`config.mk`:
```
export PLATFORM = sky130hd
export DESIGN_NAME = gsmj_div
export DESIGN_NICKNAME = d
export VERILOG_FILES = /design/src/rtl/core/gsmj_pkg.sv /design/src/rtl/core/gsmj_div.sv
export SDC_FILE = /design/constraint.sdc
export NUM_CORES = 1
export LEC_CHECK = 0
export BUFFER_PORTS_ARGS = -buffer_cell sky130_fd_sc_hd__buf_4
export CORE_MARGIN = 3
export CORE_UTILIZATION = 35
export CTS_CLUSTER_SIZE = 30
export DETAILED_ROUTE_END_ITERATION = 8
export GPL_ROUTABILITY_DRIVEN = 0
export PLACE_DENSITY = 0.64
export SYNTH_ARGS = -nofsm -noshare
export SYNTH_HDL_FRONTEND = slang
export SYNTH_SLANG_ARGS = --single-unit
export TNS_END_PERCENT = 5
```
`constraint.sdc`:
```
create_clock -name clk -period 5.2 [get_ports clk]
set_input_delay 0 -clock clk [delete_from_list [all_inputs] [get_ports clk]]
set_output_delay 0 -clock clk [all_outputs]
set_load 0.01 [all_outputs]
```
`src/rtl/core/gsmj_pkg.sv`:
```
// ----------------------------------------------------------------------------
// gsmj_pkg: shared types and constants for the Gaussian sum model
// Payload structs, function codes, divider request and the 2^f table.
// ----------------------------------------------------------------------------
package gsmj_pkg;

  localparam int MAX_TERMS      = 8;
  localparam int TIDX_W         = $clog2(MAX_TERMS);
  localparam int TCNT_W         = $clog2(MAX_TERMS + 1);
  localparam int SUM_W          = 31 + $clog2(MAX_TERMS + 1);

  localparam int EXP_TABLE_BITS = 10;
  localparam int EXP_LOW_W      = 16 - EXP_TABLE_BITS;
  localparam int EXP_TAB_N      = (1 << EXP_TABLE_BITS) + 1;
  localparam logic [63:0] LN2_Q30   = 64'd744261118;
  localparam logic [31:0] LOG2E_Q16 = 32'd94548;

  localparam int DIV_NUM_W = 64;
  localparam int DIV_DEN_W = 31;
  localparam int DIV_REM_W = DIV_DEN_W + 1;
  localparam int DIV_CNT_W = $clog2(DIV_NUM_W);

  localparam logic [1:0] FUNC_LOAD = 2'd0;
  localparam logic [1:0] FUNC_EVAL = 2'd1;
  localparam logic [1:0] FUNC_JAC  = 2'd2;

  typedef struct packed {
    logic [1:0]         func;
    logic [2:0]         term_index;
    logic signed [31:0] log_amplitude;
    logic signed [31:0] center;
    logic [30:0]        width;
    logic signed [31:0] wavelength;
    logic signed [31:0] scale;
  } gsmj_in_t;

  typedef struct packed {
    logic signed [31:0] value;
    logic signed [31:0] deriv_center;
    logic signed [31:0] deriv_width;
    logic [3:0]         result_term;
    logic               last;
  } gsmj_out_t;

  typedef struct packed {
    logic                 start;
    logic [DIV_NUM_W-1:0] num;
    logic [DIV_DEN_W-1:0] den;
  } gsmj_div_req_t;

  typedef logic [31:0] exp_tab_t [EXP_TAB_N];

  function automatic logic [31:0] exp2_entry(input int unsigned i);
    logic [63:0] u;
    logic [63:0] tm;
    logic [63:0] s;
    u  = (64'(i) * LN2_Q30) >> EXP_TABLE_BITS;
    tm = 64'd1 << 30;
    s  = tm;
    tm = ((tm * u) >> 30) / 1;  s = s + tm;
    tm = ((tm * u) >> 30) / 2;  s = s + tm;
    tm = ((tm * u) >> 30) / 3;  s = s + tm;
    tm = ((tm * u) >> 30) / 4;  s = s + tm;
    tm = ((tm * u) >> 30) / 5;  s = s + tm;
    tm = ((tm * u) >> 30) / 6;  s = s + tm;
    tm = ((tm * u) >> 30) / 7;  s = s + tm;
    tm = ((tm * u) >> 30) / 8;  s = s + tm;
    tm = ((tm * u) >> 30) / 9;  s = s + tm;
    tm = ((tm * u) >> 30) / 10; s = s + tm;
    tm = ((tm * u) >> 30) / 11; s = s + tm;
    tm = ((tm * u) >> 30) / 12; s = s + tm;
    return s[31:0];
  endfunction

  function automatic exp_tab_t exp_tab_init();
    exp_tab_t tab;
    for (int i = 0; i < EXP_TAB_N; i++) begin
      tab[i] = exp2_entry(i);
    end
    return tab;
  endfunction

  localparam exp_tab_t EXP2_TAB = exp_tab_init();

endpackage

```
`src/rtl/core/gsmj_div.sv`:
```
// ----------------------------------------------------------------------------
// gsmj_div: iterative unsigned divider
// Restoring shift-subtract, one quotient bit per cycle, done pulses at end.
// ----------------------------------------------------------------------------
module gsmj_div (
  input  logic                             clk,
  input  logic                             rst_n,
  input  gsmj_pkg::gsmj_div_req_t          req,
  output logic                             done,
  output logic [gsmj_pkg::DIV_NUM_W-1:0]   quo
);
  import gsmj_pkg::*;

  logic                 run_r;
  logic                 done_r;
  logic [DIV_CNT_W-1:0] cnt_r;
  logic [DIV_REM_W-1:0] rem_r;
  logic [DIV_NUM_W-1:0] quo_r;
  logic [DIV_DEN_W-1:0] den_r;
  logic [DIV_REM_W-1:0] rem_sh;
  logic [DIV_REM_W-1:0] rem_sub;
  logic                 ge;

  always_comb begin
    rem_sh  = {rem_r[DIV_REM_W-2:0], quo_r[DIV_NUM_W-1]};
    ge      = rem_sh >= {1'b0, den_r};
    rem_sub = rem_sh - {1'b0, den_r};
  end

  always_ff @(posedge clk) begin
    if (!rst_n) begin
      run_r  <= 1'b0;
      done_r <= 1'b0;
      cnt_r  <= '0;
    end else begin
      done_r <= 1'b0;
      if (req.start) begin
        rem_r <= '0;
        quo_r <= req.num;
        den_r <= req.den;
        cnt_r <= '0;
        run_r <= 1'b1;
      end else if (run_r) begin
        rem_r <= ge ? rem_sub : rem_sh;
        quo_r <= {quo_r[DIV_NUM_W-2:0], ge};
        cnt_r <= cnt_r + DIV_CNT_W'(1);
        if (cnt_r == DIV_CNT_W'(DIV_NUM_W - 1)) begin
          run_r  <= 1'b0;
          done_r <= 1'b1;
        end
      end
    end
  end

  assign done = done_r;
  assign quo  = quo_r;

endmodule

```
==> results.txt, run 1 <==
- After detailed routing, the average wire length per cell comes to 16.53 um.
- Yosys printed 0 warnings.
- After technology mapping, the gate count stands at 603.
- Global-route usage over all layers: 0.1688
- CTS built an H-tree with a depth of 4.
- The cell that appears most often on the critical path is sky130_fd_sc_hd__a211oi_2.
- Dpl hpwl: 13010 um
- Count of TritonRoute iterations in the first routing pass: 4
* Worst R2R Setup Slack: around 1.9 ns
- Max-slew violation count: 0
- In this run the tightest slew margin relative to its limit is 0.3828.
* Worst-case vdd ir drop: 0.2412 mV
- Fin. Hold Viols: 0
- In this run the power density over the cells is between 300 and 400 nW/um2.
* Sum of overflow across all layers after global routing: 0
- The worst path in the final design needs a cycle of 3.346 ns, including I/O delays and setup.
- From left edge to right edge, the die measures 150.9 um.
- Path type of the worst min-delay path: input port to flop
* Hold Crit Start: rst_n
- TritonCTS built the clock tree.
* Row Count: 52
* Kind of cell adding the most delay to the critical path: compound AO/OA/AOI/OAI gates
- The worst register-to-register path begins at quo[63].
- For the final routed database, the setup TNS stands at 0 ns.
- The worst hold path passes through 3 cells.
* Clock transition at the registers of the reported paths: 0.06 ns
- Input and output buffers added on the ports amount to 162.
* Leading cell types in the layout, fill and taps excluded: sky130_fd_sc_hd__buf_4 (166), sky130_fd_sc_hd__edfxtp_1 (126), sky130_fd_sc_hd__dlygate4sd3_1 (95), sky130_fd_sc_hd__mux2_2 (64), sky130_fd_sc_hd__nand2_1 (62)
- The via count of the first global-routing pass came to 5893.
* Antenna-violating nets left: 0
* Most used flip-flop cell after synthesis: sky130_fd_sc_hd__edfxtp_1
- The synthesized netlist contains 69 unique library cells.
- Post-route fraction of the period consumed by the critical path: 0.6434
- The setup path with the least slack is of type flop to flop.
- In this run the count of I/O pins placed on the die edge is 163.
* Most frequent standard cell in the layout excluding fill and tap cells: sky130_fd_sc_hd__buf_4
- Share of layout cells above drive strength 1: 0.3395
- The completed layout was analyzed and its total power is 3.188 mW.
* Critical path capture point type: flop
- Post-synthesis instance area: 7346 um2
* Number of clock buffers inserted by TritonCTS: 17
- Leakage power total: between 4 and 5 nW
- Synthesis produced a netlist with a net count of 734.
- Run status: finished clean
* Sequential element share of the synthesized area: 0.5369
- Max-cap violations in this run came to 0.
- After detailed routing, the number of vias per cell comes to 4.939.
- Entering global routing, the biggest net connects 61 pins.
- DRC violations left: 0
* Worst-margin pin slew: a little over 0.9 ns
- For the worst flop-to-flop path, the logic depth is 12.
- Core footprint: 20430 um2
- The routed layout has ~5600 vias.
- Net count, final: between 900 and 1000
* RSZ-0062 raised after global routing: no
- Crit-path max FO: 18
* Number of violations reported at the end of detailed-routing iteration 0: 251
- The clock passes through at most 2 buffers.
- Area growth from synthesis to final layout: 39.14%
* WP buf/inv: 2
- Final Routed Wirelength: 18830 um
* Number of enable-type register cells in the synthesized netlist: 126
- Average footprint of a synthesized cell: between 10 and 15 um2
* Total clock sinks: 134
* Register bit total from synthesis: 134
- Required time at the endpoint of the critical path: around 5.5 ns
- Traced cell by cell, the critical path runs through inv_1, ha_1, fa_1, nand2b_1, a211oi_2, o21ai_1, a211o_2, nand3_2, a31o_1, buf_4, nor2_1, a211oi_2.
* Post-synthesis async set-or-reset flop share: 0
- Setup violations remaining at the end of the flow were counted as 0.
* Category of the worst setup path launch point: flop
- For this run, the slowest stage of the critical path takes 0.43 ns.
* Vertical extent of the die: ~150 um
- The die covers 22760 um2.
* Reg2reg end: rem_r[23]
- Based on the critical path, the design can be clocked at up to roughly 0.3 GHz.
- The clock reaches the later pin of the worst-skew pair after 0.43 ns.
- Initial antenna violation count: 0
- The root buffer cell chosen for the clock tree is sky130_fd_sc_hd__clkbuf_16.
- Arrival time worst endpoint: 3.59 ns
- Starting Density: 0.3596
- The worst hold path terminates at cnt_r[1].
- On the final layout, the worst clock skew is ~0.019 ns.
- Antenna cells: 0
* Global-route wire length before repair: a little over 30000 um
* Master of the slowest instance on the critical path: sky130_fd_sc_hd__a31o_1
==> logic make-up after synthesis <==
family | after synthesis | synth area share
flops | 134 | 0.5369
buf+inv | 66 | 0.04871
mux | 66 | 0.1008
compound gates | 126 | 0.1203
xor+xnor | 23 | 0.02742
simple gates | 155 | 0.1087
fa+ha+maj | 33 | 0.05723
==> cell usage after synthesis, types with 5 or more instances <==
library cell               number  area share
sky130_fd_sc_hd__a211oi_1       5      0.0051
sky130_fd_sc_hd__a211oi_2       8       0.014
sky130_fd_sc_hd__a21o_1        14       0.014
sky130_fd_sc_hd__a21oi_1       43       0.029
sky130_fd_sc_hd__a31oi_1        6      0.0051
sky130_fd_sc_hd__and3_1         5      0.0043
sky130_fd_sc_hd__buf_6          8       0.012
sky130_fd_sc_hd__clkbuf_1      10      0.0051
sky130_fd_sc_hd__dfxtp_1        8       0.022
sky130_fd_sc_hd__edfxtp_1     126        0.52
sky130_fd_sc_hd__ha_1          32       0.055
sky130_fd_sc_hd__inv_1         38       0.019
sky130_fd_sc_hd__mux2_2        64       0.098
sky130_fd_sc_hd__nand2_1       62       0.032
sky130_fd_sc_hd__nand2b_1       7      0.0060
sky130_fd_sc_hd__nand3_1       10      0.0068
sky130_fd_sc_hd__nand4_1        9      0.0077
sky130_fd_sc_hd__nor2_1        26       0.013
sky130_fd_sc_hd__nor3_1         6      0.0041
sky130_fd_sc_hd__o21ai_0       17       0.012
sky130_fd_sc_hd__xnor2_1       13       0.016
sky130_fd_sc_hd__xor2_1        10       0.012
==> state kept, by name (all words and copies together) (netlist names) <==
signal  cells
quo        64
den_r      31
rem_r      31
cnt_r       6
done        1
run_r       1
==> worst max path at each step <==
| stage | startpoint | end | slack, ns | cells after the start |
|---|---|---|---|---|
| after floorplan | run_r | run_r | 2.01 | 3 |
| after global placement | quo[63] | rem_r[23] | 2.01 | 12 |
| after detailed placement | quo[63] | rem_r[23] | 1.88 | 12 |
| after CTS | quo[63] | rem_r[23] | 1.84 | 12 |
| after global routing | quo[63] | rem_r[0] | 1.62 | 12 |
| final | quo[63] | rem_r[23] | 1.85 | 12 |
==> metal layers <==
layer	vias to the layer above	part of all wire	GRT usage	routed length, um
met5	-	0	0	0
met4	0	0.013	0.04714	243
met3	16	0.081	0.06314	1531
met2	180	0.47	0.2742	8921
met1	2685	0.43	0.2117	8129
li1	2744	-	-	-
==> worst min-delay path, delay by kind of cell <==
kind                   cells  cell delay [ns]
AND/OR/NAND/NOR            2             0.29
buffers and inverters      1             0.10
==> cell type report <==
| cell class | count | area (um2) |
|---|---|---|
| clock buffer | 17 | 425.4 |
| clock inverter | 15 | 118.9 |
| fill | 1830 | 10210 |
| inverter | 39 | 146.4 |
| multi-input combinational | 403 | 3052 |
| sequential | 134 | 3944 |
| tap | 270 | 337.8 |
| timing repair buffer | 261 | 2197 |
==> what timing repair did <==
| item | 4_1_cts | 5_1_grt |
|---|---|---|
| resized for setup | 0 | 0 |
| buffers inserted | 0 | 0 |
| hold buffers | 95 | 0 |
| endpoints found under the hold margin | 95 | 0 |
==> per-stage QoR <==
step / hold WS, ns / utilization / instance area, um2 / worst slack [ns] / cells
detailed placement: 0.1795 / 0.4271 / 8726 / 1.878 / 1012
floorplan: 0.09887 / - / 7346 / 2.009 / 603
CTS: 0.01860 / 0.5003 / 10220 / 1.841 / 1139
global route: 0.04620 / 0.5003 / 10220 / 1.624 / 1139
global placement: 0.1794 / 0.4271 / 8726 / 2.009 / 1012
finish: 0.007059 / 0.5003 / 10220 / 1.854 / 1139
==> report_power, final <==
group          switching [mW]  leakage, nW  total (mW)  internal, mW
registers              0.0431         1.27        1.33          1.29
clock network           0.504        0.265        1.12         0.621
logic                   0.377         2.69       0.734         0.358
total                   0.924         4.23        3.19          2.26
Power figures use the tool's default switching activity.
==> run 2: changes to the inputs <==
--- a/config.mk
+++ b/config.mk
@@ -5,13 +5,14 @@
 export SDC_FILE = /design/constraint.sdc
 export NUM_CORES = 1
 export LEC_CHECK = 0
+export ABC_AREA = 1
 export BUFFER_PORTS_ARGS = -buffer_cell sky130_fd_sc_hd__buf_4
 export CORE_MARGIN = 3
 export CORE_UTILIZATION = 35
 export CTS_CLUSTER_SIZE = 30
 export DETAILED_ROUTE_END_ITERATION = 8
 export GPL_ROUTABILITY_DRIVEN = 0
-export PLACE_DENSITY = 0.64
+export PLACE_DENSITY = 0.63
 export SYNTH_ARGS = -nofsm -noshare
 export SYNTH_HDL_FRONTEND = slang
 export SYNTH_SLANG_ARGS = --single-unit
==> constraint.sdc (replaced) <==
create_clock -name clk -period 3.15 [get_ports clk]
set_input_delay 0 -clock clk [delete_from_list [all_inputs] [get_ports clk]]
set_output_delay 0 -clock clk [all_outputs]
set_load 0.01 [all_outputs]
==> results.txt, run 2 <==
* Max-slew violation count: 0
- Worst-case headroom to the max-slew limit: 0.5464
- In this run, the number of DRC markers left after iteration 0 of detailed routing was 364.
- Clock transition at the registers of the reported paths: 0.06 ns
* Path type of the worst min-delay path: input port to flop
- The share of synthesized area in the top cell type comes to 0.4735.
- After synthesis the netlist holds a flip-flop and latch count of 134.
- For the pin with the worst max-slew slack, the measured transition is 0.6796 ns.
* Category of the worst setup path launch point: flop
* Number of buffers added for setup after CTS: 0
- Of the total synthesized cell area, the portion taken by AND, OR, NAND and NOR gates is 0.3133.
- Antenna-violating nets left: 0
- Most frequent standard cell in the layout excluding fill and tap cells: sky130_fd_sc_hd__nand2_1
- The number of gates resized after CTS was 0.
- Clock tree synthesis selected as its root buffer the cell sky130_fd_sc_hd__clkbuf_16.
- The repair_antennas step left the layout with diodes totalling 0.
* Final setup slack of the worst path: roughly 0.52 ns
- Filler cell count: 2093
- For the worst-skew pair, the clock arrives at the later sink with an insertion delay of 0.42 ns.
* Synth Area in Compound Gates: 0.03320
* Crit-path max FO: 30
- Hold buffer count at cts: 98
- Vertical extent of the die: 157.1 um
- Required time at the endpoint of the critical path: 3.42 ns
* Depth of the CTS H-tree: 4
- Of the total synthesized cell area, the portion taken by full adders, half adders and majority gates is 0.05262.
- Worst-case vdd ir drop: 0.3437 mV
- Setup total negative slack on the finished layout was measured at 0 ns.
- Main combinational cell family by area after synthesis: simple AND/OR/NAND/NOR gates
* Global-route wire length before repair: 36360 um
- Vias per cell: ~4.6
* Most used flip-flop cell after synthesis: sky130_fd_sc_hd__edfxtp_1
* Post-route fraction of the period consumed by the critical path: 0.8355
- Die area: ~25000 um2
- The run finished with clean final reports.
- Number of top-level pins: 163
- The synthesized netlist occupies a cell area of 7990 um2.
- Final cell area excluding filler cells: 11120 um2
- Sum of overflow across all layers after global routing: 0
- Clock skew: ~0.011 ns
- The library cells used most frequently in the layout, excluding fill and tap cells, are sky130_fd_sc_hd__nand2_1 (463), sky130_fd_sc_hd__buf_4 (168), sky130_fd_sc_hd__inv_1 (163), sky130_fd_sc_hd__edfxtp_1 (126), sky130_fd_sc_hd__nor2_1 (100).
- Average footprint of a synthesized cell: roughly 7.6 um2
* Post-Syn Instances: 1049
- The final layout contains routed wiring with a total length of approximately 22000 um.
- DRC violations left: 0
- Dividing the detail-routed wire length by the instance count gives about 14 um.
* Core footprint: 22090 um2
- Min Hold Slack: 0.3011 ns
- Measured in cells, the most critical reg-to-reg path has a length of 15.
- Overall power of the completed layout: roughly 6.1 mW
- Via count of the first global-routing pass: 7514
* TritonCTS clock tree: yes
* Sequential cell area: 3944 um2
- Post-synthesis async set-or-reset flop share: 0
- sky130_fd_sc_hd__edfxtp_1 takes more of the synthesized area than any other cell.
- Share of layout cells above drive strength 1: 0.1621
* Dominant cells by area after synthesis: sky130_fd_sc_hd__edfxtp_1 (47%), sky130_fd_sc_hd__nand2_1 (22%), sky130_fd_sc_hd__inv_1 (7.7%), sky130_fd_sc_hd__ha_1 (5.0%), sky130_fd_sc_hd__nor2_1 (4.7%)
- Measured along the x axis, the die boundary spans 157.1 um.
* Final core occ: 0.5032
* Total clock sinks: 134
- Setup repair after global routing left no endpoint under its margin.
- Before antenna repair, the detailed router went through 5 iterations.
- Net count, final: 1444
- Routed via count: ~7400
- Prior to clock tree synthesis, the placed netlist has a worst setup slack of 0.5219 ns.
- The critical path in this run is classified as flop to flop.
- Summed over all cells, the static leakage comes to roughly 5.6 nW.
- Port buffering added 162 buffers.
- The tool flagged a number of max-cap violations equal to 0.
- The number of clock buffers added by TritonCTS is 17.
* Starting Density: 0.3616
- The initial antenna violation count came to 0.
- Timing would allow up to approximately 0.38 GHz.
- Measured against the total synthesized area, the mux share comes to 0.
- Yosys mapped a number of flops with a built-in enable equal to 126.
* Number of nets in the synthesized netlist: 1180
- The worst setup path is captured at a flop.
* Cell area reported after detailed placement: approximately 9500 um2
* Total area of multi-input combinational cells: 3319 um2
* Buffer depth of the longest clock path: 2
- Synthesis instantiated 33 different standard cells from the library.
- Summed over all nets, the half-perimeter wirelength after detailed placement is 16230 um.
- The finished layout holds 1606 standard cells, fillers aside.
- Global-route usage over all layers: 0.1834
- Once placement completed, the tool counted placed cells totaling 1476.
- Of the total synthesized cell area, the portion taken by XOR and XNOR cells is 0.01535.
- sky130_fd_sc_hd__nand2_1 is the most common cell in the netlist.
- The initialized floorplan defines 54 standard-cell rows.
- Arrival time worst endpoint: 2.90 ns
* Sequential element share of the synthesized area: 0.4936
- Relative to the synthesized area, the layout overhead comes to 39.13%.
- Entering global routing, the biggest net connects 65 pins.
- The register with the most flip-flops in the layout has 64 of them.
* Top post-synthesis cells by count: sky130_fd_sc_hd__nand2_1 (464), sky130_fd_sc_hd__inv_1 (164), sky130_fd_sc_hd__edfxtp_1 (126), sky130_fd_sc_hd__nor2_1 (100), sky130_fd_sc_hd__nand3_1 (34)
* Setup Viol. Count Final: 0
* Cells on Worst Hold Path: 2
- The Yosys step of the flow raised 0 warnings.
- The clock period could shrink to 2.632 ns.
- Fin. Hold Viols: 0
* Power density over the cells: approximately 550 nW/um2
-- run 2: worst paths after layout --
kind / start / slack (ns) / to
worst min-delay path: req[7] / 0.30 / den_r[7]
worst max-delay path: quo[63] / 0.52 / rem_r[2]
worst max register to register: quo[63] / 0.52 / rem_r[2]
worst min register to register: cnt_r[5] / 0.47 / cnt_r[5]
-- run 2: cells by family after synthesis --
group / Yosys count
xor gates and xnor gates: 14
adders and majority gates: 33
AOI/OAI and AO/OA: 50
and+or+nand+nor: 630
DFF: 134
buffers and inverters: 188
-- run 2: layout make-up --
class,instances,area share
Multi-Input combinational cell,727,0.2986
Clock inverter,14,0.01677
Timing Repair Buffer,267,0.2035
Tap cell,280,0.03151
Clock buffer,18,0.03860
Sequential cell,134,0.3548
Inverter,166,0.05627
-- run 2: worst max-delay path, cell delays in order, from the launching register on --
cell and delay [ns]:
sky130_fd_sc_hd__edfxtp_1 0.37, sky130_fd_sc_hd__inv_1 0.06, sky130_fd_sc_hd__ha_1 0.22, sky130_fd_sc_hd__fa_1 0.42, sky130_fd_sc_hd__inv_1 0.12, sky130_fd_sc_hd__nand2_1 0.08
sky130_fd_sc_hd__nand2_1 0.06, sky130_fd_sc_hd__nand3b_1 0.08, sky130_fd_sc_hd__nand2_2 0.09, sky130_fd_sc_hd__nand2_1 0.07, sky130_fd_sc_hd__nand3_1 0.08, sky130_fd_sc_hd__nand2_2 0.07
sky130_fd_sc_hd__nand2_4 0.29, sky130_fd_sc_hd__buf_4 0.25, sky130_fd_sc_hd__o21ai_0 0.09, sky130_fd_sc_hd__nor2_1 0.13
-- run 2: layer usage --
metal | GRT usage | part of all wire
met4 | 0.06033 | 0.025
met5 | 0 | 0
met3 | 0.06049 | 0.072
met2 | 0.3093 | 0.47
met1 | 0.2218 | 0.44
-- run 2: where the power goes --
part           leakage (nW)  internal (mW)  switching [mW]  total (mW)
Clock                 0.301           1.27           0.852        2.12
Combinational          4.05          0.681            1.03        1.71
Sequential             1.29           2.19          0.0954        2.28
